### config.mk
export PLATFORM = sky130hd
export DESIGN_NAME = sequential_list_engine
export DESIGN_NICKNAME = d
export VERILOG_FILES = /design/src/rtl/core/sle_pkg.sv /design/src/rtl/core/sle_ram.sv /design/src/rtl/core/sle_ctrl.sv /design/src/rtl/core/sequential_list_engine.sv
export SDC_FILE = /design/constraint.sdc
export NUM_CORES = 2
export LEC_CHECK = 0
export BUFFER_PORTS_ARGS = -buffer_cell sky130_fd_sc_hd__buf_2
export CORE_MARGIN = 8
export CORE_UTILIZATION = 58
export CTS_CLUSTER_SIZE = 25
export DETAILED_ROUTE_END_ITERATION = 12
export PLACE_DENSITY_LB_ADDON = 0.05
export SLEW_MARGIN = 20
export SYNTH_ARGS = -nofsm -noshare
export SYNTH_HDL_FRONTEND = slang
export SYNTH_SLANG_ARGS = --single-unit
### constraint.sdc
create_clock -name clk -period 11.3 [get_ports clk]
set_input_delay 1.695 -clock clk [delete_from_list [all_inputs] [get_ports clk]]
set_output_delay 1.695 -clock clk [all_outputs]
set_load 0.01 [all_outputs]
### src/rtl/core/sle_pkg.sv
`timescale 1ns / 1ps
// Shared types and constants for the sequential list engine.
package sle_pkg;

    localparam int CAPACITY = 128;
    localparam int DATA_W   = 32;
    localparam int POS_W    = 8;
    localparam int ADDR_W   = (CAPACITY > 2) ? $clog2(CAPACITY) : 1;
    localparam int CNT_W    = $clog2(CAPACITY + 1);
    localparam int CMP_W    = (CNT_W > POS_W) ? CNT_W : POS_W;

    localparam logic [1:0] OP_APPEND = 2'd0;
    localparam logic [1:0] OP_INSERT = 2'd1;
    localparam logic [1:0] OP_DELETE = 2'd2;
    localparam logic [1:0] OP_FIND   = 2'd3;

    typedef struct packed {
        logic [1:0]              op;
        logic [POS_W-1:0]        position;
        logic signed [DATA_W-1:0] value;
    } req_t;

    typedef struct packed {
        logic             ok;
        logic [POS_W-1:0] found_position;
        logic [POS_W-1:0] list_length;
    } rsp_t;

    typedef struct packed {
        logic              we;
        logic [ADDR_W-1:0] waddr;
        logic [DATA_W-1:0] wdata;
        logic [ADDR_W-1:0] raddr;
    } mem_cmd_t;

endpackage

### src/rtl/core/sle_ram.sv
`timescale 1ns / 1ps
// Simple dual-port RAM, one write and one registered read per cycle.
module sle_ram #(
    parameter int DEPTH = 128,
    parameter int WIDTH = 32,
    localparam int AW = (DEPTH > 2) ? $clog2(DEPTH) : 1
) (
    input  logic             clk,
    input  logic             we,
    input  logic [AW-1:0]    waddr,
    input  logic [WIDTH-1:0] wdata,
    input  logic [AW-1:0]    raddr,
    output logic [WIDTH-1:0] rdata
);

    logic [WIDTH-1:0] mem [DEPTH];

    always_ff @(posedge clk)
    begin
        if (we)
        begin
            mem[waddr] <= wdata;
        end
        rdata <= mem[raddr];
    end

endmodule

### src/rtl/core/sle_ctrl.sv
`timescale 1ns / 1ps
// Request sequencer: length count, shift and search walks over the element RAM.
module sle_ctrl (
    input  logic                          clk,
    input  logic                          rst_n,
    input  logic                          start,
    output logic                          busy,
    input  sle_pkg::req_t                 request,
    output logic                          done,
    output sle_pkg::rsp_t                 result,
    output sle_pkg::mem_cmd_t             mem_cmd,
    input  logic [sle_pkg::DATA_W-1:0]    mem_rdata
);

    localparam int AW  = sle_pkg::ADDR_W;
    localparam int CW  = sle_pkg::CNT_W;
    localparam int PW  = sle_pkg::CMP_W;

    localparam logic [1:0] S_IDLE = 2'd0;
    localparam logic [1:0] S_INS  = 2'd1;
    localparam logic [1:0] S_DEL  = 2'd2;
    localparam logic [1:0] S_FIND = 2'd3;

    logic [1:0]          state_reg, state_next;
    sle_pkg::req_t       req_reg, req_next;
    logic [CW-1:0]       count_reg, count_next;
    logic [AW-1:0]       idx_reg, idx_next;
    logic [AW-1:0]       la_reg, la_next;
    logic                rv_reg, rv_next;
    logic                end_reg, end_next;
    logic                done_reg, done_next;
    sle_pkg::rsp_t       rsp_reg, rsp_next;

    logic [PW-1:0]       pos_ext;
    logic [PW-1:0]       cnt_ext;
    logic                full;
    logic                pos_bad;
    logic [AW-1:0]       pos_addr;
    logic [AW-1:0]       held_pos_addr;
    logic [AW-1:0]       last_addr;

    always_comb
    begin
        pos_ext       = PW'(request.position);
        cnt_ext       = PW'(count_reg);
        full          = (count_reg >= CW'(sle_pkg::CAPACITY));
        pos_bad       = (pos_ext == '0) || (pos_ext > cnt_ext);
        pos_addr      = AW'(pos_ext);
        held_pos_addr = AW'(PW'(req_reg.position) - PW'(1));
        last_addr     = AW'(count_reg - CW'(1));
    end

    always_comb
    begin
        state_next = state_reg;
        req_next   = req_reg;
        count_next = count_reg;
        idx_next   = idx_reg;
        la_next    = la_reg;
        rv_next    = 1'b0;
        end_next   = end_reg;
        done_next  = 1'b0;
        rsp_next   = rsp_reg;
        mem_cmd       = '0;
        mem_cmd.raddr = idx_reg;

        case (state_reg)
            S_IDLE:
            begin
                if (start)
                begin
                    req_next = request;
                    end_next = 1'b0;
                    rsp_next = '0;
                    case (request.op)
                        sle_pkg::OP_APPEND:
                        begin
                            done_next = 1'b1;
                            if (!full)
                            begin
                                mem_cmd.we    = 1'b1;
                                mem_cmd.waddr = AW'(count_reg);
                                mem_cmd.wdata = $unsigned(request.value);
                                count_next    = count_reg + CW'(1);
                                rsp_next.ok   = 1'b1;
                            end
                        end
                        sle_pkg::OP_INSERT:
                        begin
                            if (full || pos_bad)
                            begin
                                done_next = 1'b1;
                            end
                            else
                            begin
                                idx_next   = last_addr;
                                state_next = S_INS;
                            end
                        end
                        sle_pkg::OP_DELETE:
                        begin
                            if (pos_bad)
                            begin
                                done_next = 1'b1;
                            end
                            else if (pos_ext == cnt_ext)
                            begin
                                // tail entry: nothing to move
                                count_next  = count_reg - CW'(1);
                                rsp_next.ok = 1'b1;
                                done_next   = 1'b1;
                            end
                            else
                            begin
                                idx_next   = pos_addr;
                                state_next = S_DEL;
                            end
                        end
                        sle_pkg::OP_FIND:
                        begin
                            if (count_reg == '0)
                            begin
                                done_next = 1'b1;
                            end
                            else
                            begin
                                idx_next   = '0;
                                state_next = S_FIND;
                            end
                        end
                        default:
                        begin
                            state_next = S_IDLE;
                        end
                    endcase
                end
            end

            S_INS:
            begin
                // walk down: write lands one above the entry read last cycle
                if (rv_reg)
                begin
                    mem_cmd.we    = 1'b1;
                    mem_cmd.waddr = la_reg + AW'(1);
                    mem_cmd.wdata = mem_rdata;
                end
                if (!end_reg)
                begin
                    rv_next = 1'b1;
                    la_next = idx_reg;
                    if (idx_reg == held_pos_addr)
                        end_next = 1'b1;
                    else
                        idx_next = idx_reg - AW'(1);
                end
                else if (!rv_reg)
                begin
                    mem_cmd.we    = 1'b1;
                    mem_cmd.waddr = held_pos_addr;
                    mem_cmd.wdata = $unsigned(req_reg.value);
                    count_next    = count_reg + CW'(1);
                    rsp_next.ok   = 1'b1;
                    done_next     = 1'b1;
                    state_next    = S_IDLE;
                end
            end

            S_DEL:
            begin
                // walk up: write lands one below the entry read last cycle
                if (rv_reg)
                begin
                    mem_cmd.we    = 1'b1;
                    mem_cmd.waddr = la_reg - AW'(1);
                    mem_cmd.wdata = mem_rdata;
                end
                if (!end_reg)
                begin
                    rv_next = 1'b1;
                    la_next = idx_reg;
                    if (idx_reg == last_addr)
                        end_next = 1'b1;
                    else
                        idx_next = idx_reg + AW'(1);
                end
                if (rv_reg && end_reg)
                begin
                    count_next  = count_reg - CW'(1);
                    rsp_next.ok = 1'b1;
                    done_next   = 1'b1;
                    state_next  = S_IDLE;
                end
            end

            S_FIND:
            begin
                if (!end_reg)
                begin
                    rv_next = 1'b1;
                    la_next = idx_reg;
                    if (idx_reg == last_addr)
                        end_next = 1'b1;
                    else
                        idx_next = idx_reg + AW'(1);
                end
                if (rv_reg)
                begin
                    if (mem_rdata == $unsigned(req_reg.value))
                    begin
                        rsp_next.ok             = 1'b1;
                        rsp_next.found_position =
                            sle_pkg::POS_W'((AW + 1)'(la_reg) + (AW + 1)'(1));
                        done_next  = 1'b1;
                        rv_next    = 1'b0;
                        state_next = S_IDLE;
                    end
                    else if (end_reg)
                    begin
                        done_next  = 1'b1;
                        state_next = S_IDLE;
                    end
                end
            end

            default:
            begin
                state_next = S_IDLE;
            end
        endcase

        if (done_next)
        begin
            rsp_next.list_length = sle_pkg::POS_W'(count_next);
        end
    end

    always_ff @(posedge clk or negedge rst_n)
    begin
        if (!rst_n)
        begin
            state_reg <= S_IDLE;
            count_reg <= '0;
            rv_reg    <= 1'b0;
            end_reg   <= 1'b0;
            done_reg  <= 1'b0;
        end
        else
        begin
            state_reg <= state_next;
            count_reg <= count_next;
            rv_reg    <= rv_next;
            end_reg   <= end_next;
            done_reg  <= done_next;
        end
    end

    always_ff @(posedge clk)
    begin
        req_reg <= req_next;
        idx_reg <= idx_next;
        la_reg  <= la_next;
        rsp_reg <= rsp_next;
    end

    assign busy   = (state_reg != S_IDLE);
    assign done   = done_reg;
    assign result = rsp_reg;

`ifndef SYNTHESIS
    a_count_bound: assert property (@(posedge clk) disable iff (!rst_n)
        count_reg <= CW'(sle_pkg::CAPACITY))
        else $error("list length above capacity");

    a_count_with_done: assert property (@(posedge clk) disable iff (!rst_n)
        (count_reg != $past(count_reg)) |-> done_reg)
        else $error("length changed without a result");

    a_length_reported: assert property (@(posedge clk) disable iff (!rst_n)
        done_reg |-> (rsp_reg.list_length == sle_pkg::POS_W'(count_reg)))
        else $error("reported length differs from count");

    a_waddr_range: assert property (@(posedge clk) disable iff (!rst_n)
        mem_cmd.we |-> ({1'b0, mem_cmd.waddr} < (AW + 1)'(sle_pkg::CAPACITY)))
        else $error("write beyond capacity");

    a_find_walk: assert property (@(posedge clk) disable iff (!rst_n)
        (!busy && start && request.op == sle_pkg::OP_FIND && count_reg != '0)
        |=> (state_reg == S_FIND))
        else $error("find on nonempty list did not start a walk");
`endif

endmodule

### src/rtl/core/sequential_list_engine.sv
`timescale 1ns / 1ps
// Top level of the sequential list engine: sequencer plus element RAM.
//
//  channel   | handshake          | payload
//  ----------+--------------------+------------------------------
//  request   | start, busy        | request (op, position, value)
//  result    | done (1-cycle)     | result (ok, found_position, list_length)
//
// Append, tail delete and requests rejected at the start: result strobes in the
// cycle after the transfer. Find: one RAM read per cycle from the first entry to
// a match or the last entry. Insert and delete shift entries one a cycle through
// the single RAM read port and single write port, from the position to the tail.
// Reset clears the length and the sequencer state; RAM contents are not cleared.
// busy stays high during a walk; the result strobe cannot be stalled.
module sequential_list_engine (
    input  logic          clk,
    input  logic          rst_n,
    input  logic          start,
    output logic          busy,
    input  sle_pkg::req_t request,
    output logic          done,
    output sle_pkg::rsp_t result
);

    sle_pkg::mem_cmd_t                mem_cmd;
    logic [sle_pkg::DATA_W-1:0]       mem_rdata;

    sle_ctrl u_ctrl (
        .clk       (clk),
        .rst_n     (rst_n),
        .start     (start),
        .busy      (busy),
        .request   (request),
        .done      (done),
        .result    (result),
        .mem_cmd   (mem_cmd),
        .mem_rdata (mem_rdata)
    );

    sle_ram #(
        .DEPTH (sle_pkg::CAPACITY),
        .WIDTH (sle_pkg::DATA_W)
    ) u_ram (
        .clk   (clk),
        .we    (mem_cmd.we),
        .waddr (mem_cmd.waddr),
        .wdata (mem_cmd.wdata),
        .raddr (mem_cmd.raddr),
        .rdata (mem_rdata)
    );

endmodule
# ---- Yosys cells after proc, flatten, opt, wreduce, memory -nomap -nowiden
# Memory sizes are Yosys's and may differ from the RTL's. A register that Yosys moved wholly into a read port is not among the register bits.
# Cells that the tools add are included.
dict set report classes {
  addsub 8
  n_lt_le_gt_ge 2
  bitwise 1
  mux 79
  reduce_logical 21
  n_eq_ne 26
}
# op count
set ops {}
lappend ops {{40-bit 2-to-1 mux} 7}
lappend ops {{40-bit case mux with 3 select lines} 1}
lappend ops {{8-bit 2-to-1 mux} 9}
lappend ops {{7-bit 2-to-1 mux} 9}
lappend ops {{7-bit case mux with 3 select lines} 2}
lappend ops {{32-bit == test} 1}
lappend ops {{8-bit case mux with 2 select lines} 2}
lappend ops {{1-bit 2-to-1 mux} 26}
lappend ops {{8-bit case mux with 3 select lines} 1}
lappend ops {{2-bit 2-to-1 mux} 11}
lappend ops {{7-bit by 1-bit subtractor with 7-bit output (second input constant)} 3}
lappend ops {{9-bit 2-to-1 mux} 2}
lappend ops {{17-bit 2-to-1 mux} 1}
lappend ops {{8-bit logical NOT} 2}
lappend ops {{7-bit by 1-bit adder with 7-bit output (second input constant)} 2}
lappend ops {{7-bit == test} 2}
lappend ops {{2-bit != test (second input constant)} 6}
lappend ops {{3-bit != test (second input constant)} 4}
lappend ops {{1-bit case mux with 4 select lines} 3}
lappend ops {{11-bit AND reduction} 1}
lappend ops {{10-bit AND reduction} 1}
lappend ops {{7-bit by 1-bit adder with 8-bit output (second input constant)} 1}
lappend ops {{8-bit by 1-bit adder with 8-bit output (second input constant)} 1}
lappend ops {{2-bit == test (second input constant)} 4}
lappend ops {{other kinds (22)} 35}
dict set report word_totals {
  memories 1
  reg_bits 83
  out_inout_bits 19
  ram_bits 4096
}
# memory depth word_bits rd rd_clocked_by_memory_dff wr line
set memory_table {}
lappend memory_table {u_ram.mem 128 32 1 1 1 sle_ram.sv:16} ;# logic [WIDTH-1:0] mem [DEPTH];

# ---- Logic depth before layout (Yosys ltp)
dict set report depth {
  ltp_word 9
  ltp_mapped 12
  mapped_depth_nobuf 9
}

# ---- Modules after synthesis
# Synthesis repeated with hierarchy kept, for this count alone.
dict set report unflattened {
  cells_unflattened 6630
  area_unflattened_um2 162280.6
}
# module instances seq_area_each_um2 area_each_um2 cells_per_inst
set modules_own_cells {}
lappend modules_own_cells {sle_ram 1 123638.6 156276.1 5990}
lappend modules_own_cells {sle_ctrl 1 2427.3 6004.5 640}

# ---- Worst setup path after synthesis
# No wires, ideal clock.
dict set report synth_path {
  path_type {input-to-reg}
  start {in start}
  end {mem u_ram.mem[0][19], data pin}
  cell_stages 7
  n_path_buf 3
  arrival_ns 5.935
  path_slack_ns 4.568
  setup_ns 0.797
  cell_sequence {nor2b_1 -> clkbuf_1 -> and3_1 -> clkbuf_1 -> buf_1 -> a222oi_1 -> nor2_1}
}
# item line
set synth_rtl {}
lappend synth_rtl {{start: declaration} sequential_list_engine.sv:18} ;# input logic start,
lappend synth_rtl {{end: declaration} sle_ram.sv:16}

# ---- Worst setup path in the final report
dict set report layout_path {
  start {reg u_ctrl.state_reg[1]}
  end {mem u_ram.mem[113][29] (enable)}
}
dict set report layout_between {
  elab_chain_len 4
  word_cells_on_any_way 6
  classes_between {2 x eq/ne; 3 x mux; 1 x reduce/logical}
}
# item line
set layout_rtl {}
lappend layout_rtl {{start: declaration} sle_ctrl.sv:24} ;# logic [1:0] state_reg, state_next;
lappend layout_rtl {{start signal: assignment} sle_ctrl.sv:250} ;# state_reg <= state_next;
lappend layout_rtl {{2-bit == test (tied with other cells)} sle_ctrl.sv:67} ;# case (state_reg)
lappend layout_rtl {{40-bit case mux with 3 select lines (*)} sle_ctrl.sv:67}
lappend layout_rtl {{1-bit 2-to-1 mux} sle_ram.sv:20} ;# if (we)
lappend layout_rtl {{1-bit 2-to-1 mux (not written as such)} sle_ram.sv:22} ;# mem[waddr] <= wdata;
# Mark *: on every way between the ends. The rest lies on a longest branch, timed or not.

==> impl_metrics.csv <==
group,metric,value,unit
floorplanning,core_area,279000,sq um
routing,vias_per_cell,6.62,
sta,rsz0062_at_grt,"no",
clock_tree,cts_setup_buffers,0,
clock_tree,clk_latency,950,ps
synth,synth_area,163000,sq um
power,p_leak,58.4,nW
synth,synth-seq-cells,4211,
clock_tree,cts.path.max_buffers,4,
cells_and_area,drive_gt1_share,27.2,%
grt,grt_overflow,0,
worst_setup_path,endpoint_kind,"flop",
sta,period_needed,5900,ps
cells_and_area,final_core_util,65.9,%
worst_setup_path,crit_type,"flop to flop",
worst_setup_path,critical_path.max_fanout,39,
floorplanning,initial_core_util,58.2,%
sta,timing.final.crit_share,52.2,%
routing,first_pass_iters,10,
min_path,hold_path.class,"input pin to asynchronous set/reset pin",
cells_and_area,area.growth.synth_to_final,13.1,%
power,total_power,46.4,mW
routing,ant_nets,0,
sta,fmax,170,MHz
synth,synth_cell_types,70,
synth,synthFlopType,"edfxtp_1",
clock_tree,hold_buffers,0,
worst_setup_path,arrival,6450,ps
floorplanning,die_w,545,microns
power,cellPowerDensity,252,nW/um^2
synth,yosys_warnings,0,
synth,syn-num-nets,7286,
worst_setup_path,critPathLaunchType,"flop",
sta,max_slew.worst_pin.slew,1290,ps
grt,grt_pass1_wl,582,mm
grt,grt_max_degree,133,
floorplanning,rows,194,
routing,vias,77500,
run_status,outcome,"finished clean",
clock_tree,clk_pin_slew,60,ps
grt,antenna_found_initial,47,
sta,tns,0,ps
grt,grt_pass1_vias,76200,
place,routabilityCongestion,0.935,
synth,yosysTopAreaCellShare,76.9,%
synth,synthMostInstantiatedCell,"edfxtp_1",
place,numPortBuffers,63,
clock_tree,cts_made_buffers,418,
synth,synthArstFlopShare,0.309,%
clock_tree,cts_sinks,4211,
sta,clock_skew,28.1,ps
sta,maxSlewViolCount,0,
synth,synth_top_area_cell,"edfxtp_1",
routing,drc_errors,0,
cells_and_area,nNetsFinal,7590,
clock_tree,h-tree-depth,5,
grt,grt_usage,27.5,%
floorplanning,dieArea,298000,sq um
routing,drtIter0Drc,10100,
floorplanning,ios,64,
sta,slew_headroom,14.0,%
routing,drt_wl_total,416,mm
power,ir_drop,0.206,mV
synth,avgSynthCellArea,22.5,sq um
cells_and_area,largest_reg_flops,4096,
place,dpl.hpwl,243,mm
synth,ys_top_cells_by_area,"edfxtp_1 (77%), mux4_2 (15%), mux2i_1 (2.4%), clkbuf_1 (0.54%), o22ai_1 (0.53%)",
floorplanning,die_h,545,microns
synth,syn_inst,7216,
worst_setup_path,cp.required,11860,ps
synth,synth_edf_count,4166,
synth,yosys-top-cells-count,"edfxtp_1 (4166), mux4_2 (1088), mux2i_1 (385), clkbuf_1 (234), nor2_1 (186)",
sta,finalHoldViolations,0,
sta,finalSetupViolCount,0,
clock_tree,post_cts_resized,0,
clock_tree,root_buffer,"clkbuf_16",
clock_tree,cts_tree,"done",
routing,wire_per_inst,35.5,microns
flow_run,max_cap_viol_count,0,
synth,ys_seq_area_share,77.5,%
-- final cells by class --
type,count,area (sq um)
Tap cell,3724,4660
Clock buffer,521,11100
Fill cell,18100,95300
Inverter,25,93.8
Multi-Input combinational cell,2586,36200
Timing Repair Buffer,278,2910
Clock inverter,253,2550
Antenna cell,109,273
Sequential cell,4211,126000
-- kinds of logic after synthesis --
kind of cell | count (synthesis) | share of synthesized area [%]
flops | 4211 | 77.5
simple gates | 683 | 2.06
compound gates | 331 | 1.37
fa+ha+maj | 25 | 0.197
mux | 1475 | 17.5
xor+xnor | 72 | 0.388
buf+inv | 419 | 0.994
-- critical path, cell delays in order (launching register included) --
cell,delay (ps)
dfrtp_1,430
inv_1,320
ha_1,800
and3_2,370
buf_4,470
a211oi_1,270
or3b_1,720
or4_1,1000
nor2_4,1010
-- routing by layer --
| metal | wire [microns] | GRT usage [%] | share of wire [%] | vias to the layer above |
|---|---|---|---|---|
| met5 | 92 | 0 | 0.022 | - |
| met4 | 16700 | 9.37 | 4.0 | 16 |
| met3 | 40700 | 6.05 | 9.8 | 707 |
| met2 | 192000 | 41.1 | 46 | 3829 |
| met1 | 167000 | 40.9 | 40 | 41600 |
| li1 | - | - | - | 31400 |
-- final timing paths --
path,endpoint,start,cells after the start,slack [ps]
hold reg to reg,u_ctrl.state_reg[0],u_ctrl.state_reg[0],2,740
min in group clk,u_ctrl.state_reg[0],u_ctrl.state_reg[0],2,740
setup reg to reg,u_ram.mem[113][29],u_ctrl.state_reg[1],8,5400
hold / removal,u_ctrl.cnt_ext[6],rst_n,1,650
setup / recovery,u_ram.mem[113][29],u_ctrl.state_reg[1],8,5400
max in group asynchronous,u_ctrl.state_reg[0],rst_n,1,10380
-- stage by stage --
stage	setup slack (ps)	std cells	hold WS, ps	instance area, sq um
after global routing	5270	11700	627	184000
after global placement	4620	10800	683	169000
after floorplan	4570	7216	424	163000
after CTS	5410	11600	604	182000
final	5400	11700	654	184000
after detailed placement	4810	10800	696	169000
-- power by group --
| group | switching (mW) | total [mW] | leakage [nW] | internal, mW |
|---|---|---|---|---|
| clock | 5.80 | 13.8 | 6.66 | 8.01 |
| sequential | 0.249 | 18.6 | 38.8 | 18.3 |
| combinational | 8.78 | 14.0 | 12.9 | 5.21 |
-- layout by cell type (no fill, tap or decap), types with 74 or more instances in the layout --
cell and n:
buf_4 150, clkbuf_1 88, clkbuf_16 427, clkinv_1 101, clkinv_2 74, diode_2 109
edfxtp_1 4166, mux2i_1 385, mux4_2 1088, nand2_1 170, nand3_1 78, nor2_4 163
o22ai_1 136
Power figures use the tool's default switching activity.
